--- src/rtl/pcof_ram.sv ---
// Generic single write port, single read port RAM with registered read data.
`default_nettype none

module pcof_ram #(
  parameter int unsigned WIDTH = 72,
  parameter int unsigned DEPTH = 64
) (
  input  wire logic                     clk_i,
  input  wire logic                     we_i,
  input  wire logic [$clog2(DEPTH)-1:0] waddr_i,
  input  wire logic [WIDTH-1:0]         wdata_i,
  input  wire logic [$clog2(DEPTH)-1:0] raddr_i,
  output logic      [WIDTH-1:0]         rdata_o
);

  logic [WIDTH-1:0] mem_q [DEPTH];

  always_ff @(posedge clk_i) begin
    if (we_i) begin
      mem_q[waddr_i] <= wdata_i;
    end
    rdata_o <= mem_q[raddr_i];
  end

endmodule

`default_nettype wire

--- config.mk ---
export PLATFORM = sky130hd
export DESIGN_NAME = pcof_ram
export DESIGN_NICKNAME = d
export VERILOG_FILES = /design/src/rtl/pcof_ram.sv
export SDC_FILE = /design/constraint.sdc
export NUM_CORES = 2
export LEC_CHECK = 0
export BUFFER_PORTS_ARGS = -buffer_cell sky130_fd_sc_hd__buf_2
export CELL_PAD_IN_SITES_DETAIL_PLACEMENT = 1
export CELL_PAD_IN_SITES_GLOBAL_PLACEMENT = 2
export CORE_ASPECT_RATIO = 0.6
export CORE_MARGIN = 4
export CORE_UTILIZATION = 52
export DETAILED_ROUTE_END_ITERATION = 16
export PLACE_DENSITY_LB_ADDON = 0.1
export RECOVER_POWER = 25
export SETUP_SLACK_MARGIN = 0.02
export SLEW_MARGIN = 20
export SYNTH_ARGS = -nofsm -noshare
export SYNTH_HDL_FRONTEND = slang
export SYNTH_MEMORY_MAX_BITS = 65536
export SYNTH_SLANG_ARGS = --single-unit
--- constraint.sdc ---
create_clock -name clk_i -period 7.1 [get_ports clk_i]
set_clock_uncertainty 0.2 [all_clocks]
set_input_delay 0.355 -clock clk_i [delete_from_list [all_inputs] [get_ports clk_i]]
set_output_delay 0.355 -clock clk_i [all_outputs]
set_load 0.02 [all_outputs]
==> reports/qor.txt <==
RSZ-0062 raised after global routing: no
Worst Max-Slew Pin Slew: 3250 ps
Post-detail-place hpwl: 290 mm
WP data arrival: 3790 ps
Worst slew margin: -116%
Cell Pwr Density: 286 nW/um^2
Clk Latency, worst-skew pair: 950 ps
Area delta synth->final: 12.3%
I/O pin total: 158
CTS clk-pin slew, worst paths: 70 ps
Via-to-Cell Ratio: 7.01
Max Transition Viols Final: 2,600
Cts bufs inserted: 420
Critical Path Source Type: input pin
Post-route cell area: 197,000 sq um
Fmax: 292 MHz
Starting DRT DRC Count: 14,638
Setup_tns: 0 ps
Standard-cell rows: 164
Ratio of cells with drive above 1 in the final layout: 26.7%
Postcts setup bufs: 0
Largest net degree at the start of global routing: 99
First-pass DRT Iterations: 5
Synth cell types: 27
Buf/Inv on CP: 3
Max cap viols: 40
Final Net Count: 7,847
Final Hold Viols: 0
DRT antenna net count: 0
Mapped Nets: 7,391
Drt wl/cell: 43.7 um
Die footprint: 347,000 sq um
Leakage: 60.7 nW
Sink Count: 4,680
Gr usage total: 31.9%
CTS tree: built
Clock Path Buffers: 4
Vias in the first global route: 87,194
Min Tclk post-route: 3430 ps
Yosys Warn Count: 0
Seq/Total Area, Yosys: 79.8%
WS Path Type: input pin to register
Placed Instances: 11,747
CP top delay family: simple AND/OR/NAND/NOR gates
Vias: 88,278
Placer Congestion: 0.773
Status: finished with violations
Die Y-Extent: 458 um
Initial antenna violation count: 49
Flops & latches, synth: 4,680
# port buffers: 157
Post-Syn Area: 175,000 sq um
Dpl cell area: 183,000 sq um
Worst-path fanout max: 31
Average size of a mapped cell: 24.0 sq um
Root Buffer: clkbuf_16
Die W: 757 um
CP cell instances: dlygate4sd3_1 -> buf_2 -> nor2_1 -> nand3_1 -> nor2_4 -> buf_4
Crit-path max cell delay: 990 ps
Period utilization: 48.3%
VDD IR max: 0.000227 V
Min-Delay Path Class: input pin to register
Final wirelength: 551 mm
Slowest CP cell: nor2_4
GRT overflow: 0
Final std cells w/o fill: 12,596
H-tree Lvls: 5
Fillers: 26,918
Global-route wire length before repair: 753 mm
Final setup fails: 0
Req. time, crit path: 7460 ps
Starting density of the core: 52.4%
DRC violations left: 0
Total chip power: 0.0564 W
Violated checks: max-capacitance violations, max-slew violations
Synth Instances: 7,305
Core Box Area: 334,000 sq um
Setup crit end kind: register
[registers in the layout, indices dropped and copies added, names as in the netlist]
signal / cells
mem_q: 4608
rdata_o: 72
[cells in the mapped netlist]
cell type	count	area share, %
nand4b_1	1	0.0050
nor3_1	2	0.0057
dfxtp_1	72	0.82
o22ai_1	144	0.51
o211a_1	72	0.41
a22oi_1	288	1.2
nand3_1	128	0.37
nand2b_1	9	0.032
a211oi_1	72	0.31
or3_1	3	0.011
or2_2	2	0.0071
or3b_2	4	0.020
buf_1	27	0.058
nand2_1	8	0.017
nor2_1	120	0.26
mux4_2	1152	15
buf_4	56	0.24
mux2i_1	108	0.62
o221ai_1	54	0.27
edfxtp_1	4608	79
clkbuf_1	143	0.31
and2_1	3	0.011
buf_2	190	0.54
buf_6	2	0.013
nor2b_1	9	0.032
nand4_1	2	0.0071
nand3b_1	26	0.11
[worst paths after layout]
kind / start / endpoint / slack, ps / cells past startpoint
max reg2reg: mem_q[39][46] / rdata_o[46] / 4980 / 4
min reg2reg: mem_q[5][39] / rdata_o[39] / 640 / 4
min: raddr_i[4] / rdata_o[32] / 110 / 5
max: waddr_i[2] / mem_q[17][53] / 3670 / 6
[worst reg2reg max path: cells and delay by family, from the launching register on]
family / cells / cell delay (ps)
muxes: 2 / 980
AOI/OAI and AO/OA: 2 / 480
DFF: 1 / 360
[repair_timing]
action,in CTS,in global routing
gates resized for setup,0,0
hold buffers,62,11
endpoints found under the hold margin,2819,704
[power by group]
part	internal, W	switching (W)	total [W]
clock	0.0127	0.0101	0.0228
sequential	0.0306	0.000174	0.0308
combinational	0.000958	0.00186	0.00282
[layout by cell type (no fill, tap or decap), types with 73 or more instances in the layout]
cell,netlist,layout
buf_4,56,178
clkbuf_16,0,426
a22oi_1,288,288
buf_2,190,96
mux4_2,1152,1152
o22ai_1,144,144
clkinv_2,0,79
dlygate4sd3_1,0,73
mux2i_1,108,108
clkbuf_1,143,139
edfxtp_1,4608,4608
nand3_1,128,127
[cell type report]
class / instances / area [sq um] / area share [%]
well taps: 4482 / 5610 / 2.85
repair buffers: 452 / 3990 / 2.03
clock inverters: 207 / 2090 / 1.06
clock buffers: 545 / 11300 / 5.75
diodes: 23 / 57.6 / 0.0292
multi-input cells: 2207 / 33900 / 17.2
flip-flops and latches: 4680 / 140000 / 71.0
[cell families after synthesis]
| kind of cell | after synthesis | share of synthesized area [%] |
|---|---|---|
| mux | 1260 | 15.4 |
| simple gates | 317 | 0.882 |
| flops | 4680 | 79.8 |
| buf+inv | 418 | 1.16 |
| compound gates | 630 | 2.74 |
[per-layer routing]
layer | global-route usage [%] | up-vias | wire [um]
met2 | 44.7 | 5811 | 238000
met3 | 7.93 | 764 | 68100
met1 | 50.7 | 49012 | 230000
met5 | 0.0967 | - | 143
li1 | - | 32669 | -
met4 | 7.71 | 22 | 14600
[per-stage QoR]
step,util (%),setup slack (ps),hold slack (ps)
floorplan,-,546,254
global placement,54.7,3260,581
detailed placement,54.7,3220,582
CTS,58.9,3800,0.209
global route,58.9,3670,62.1
finish,58.9,3670,109
Power figures use the tool's default switching activity.
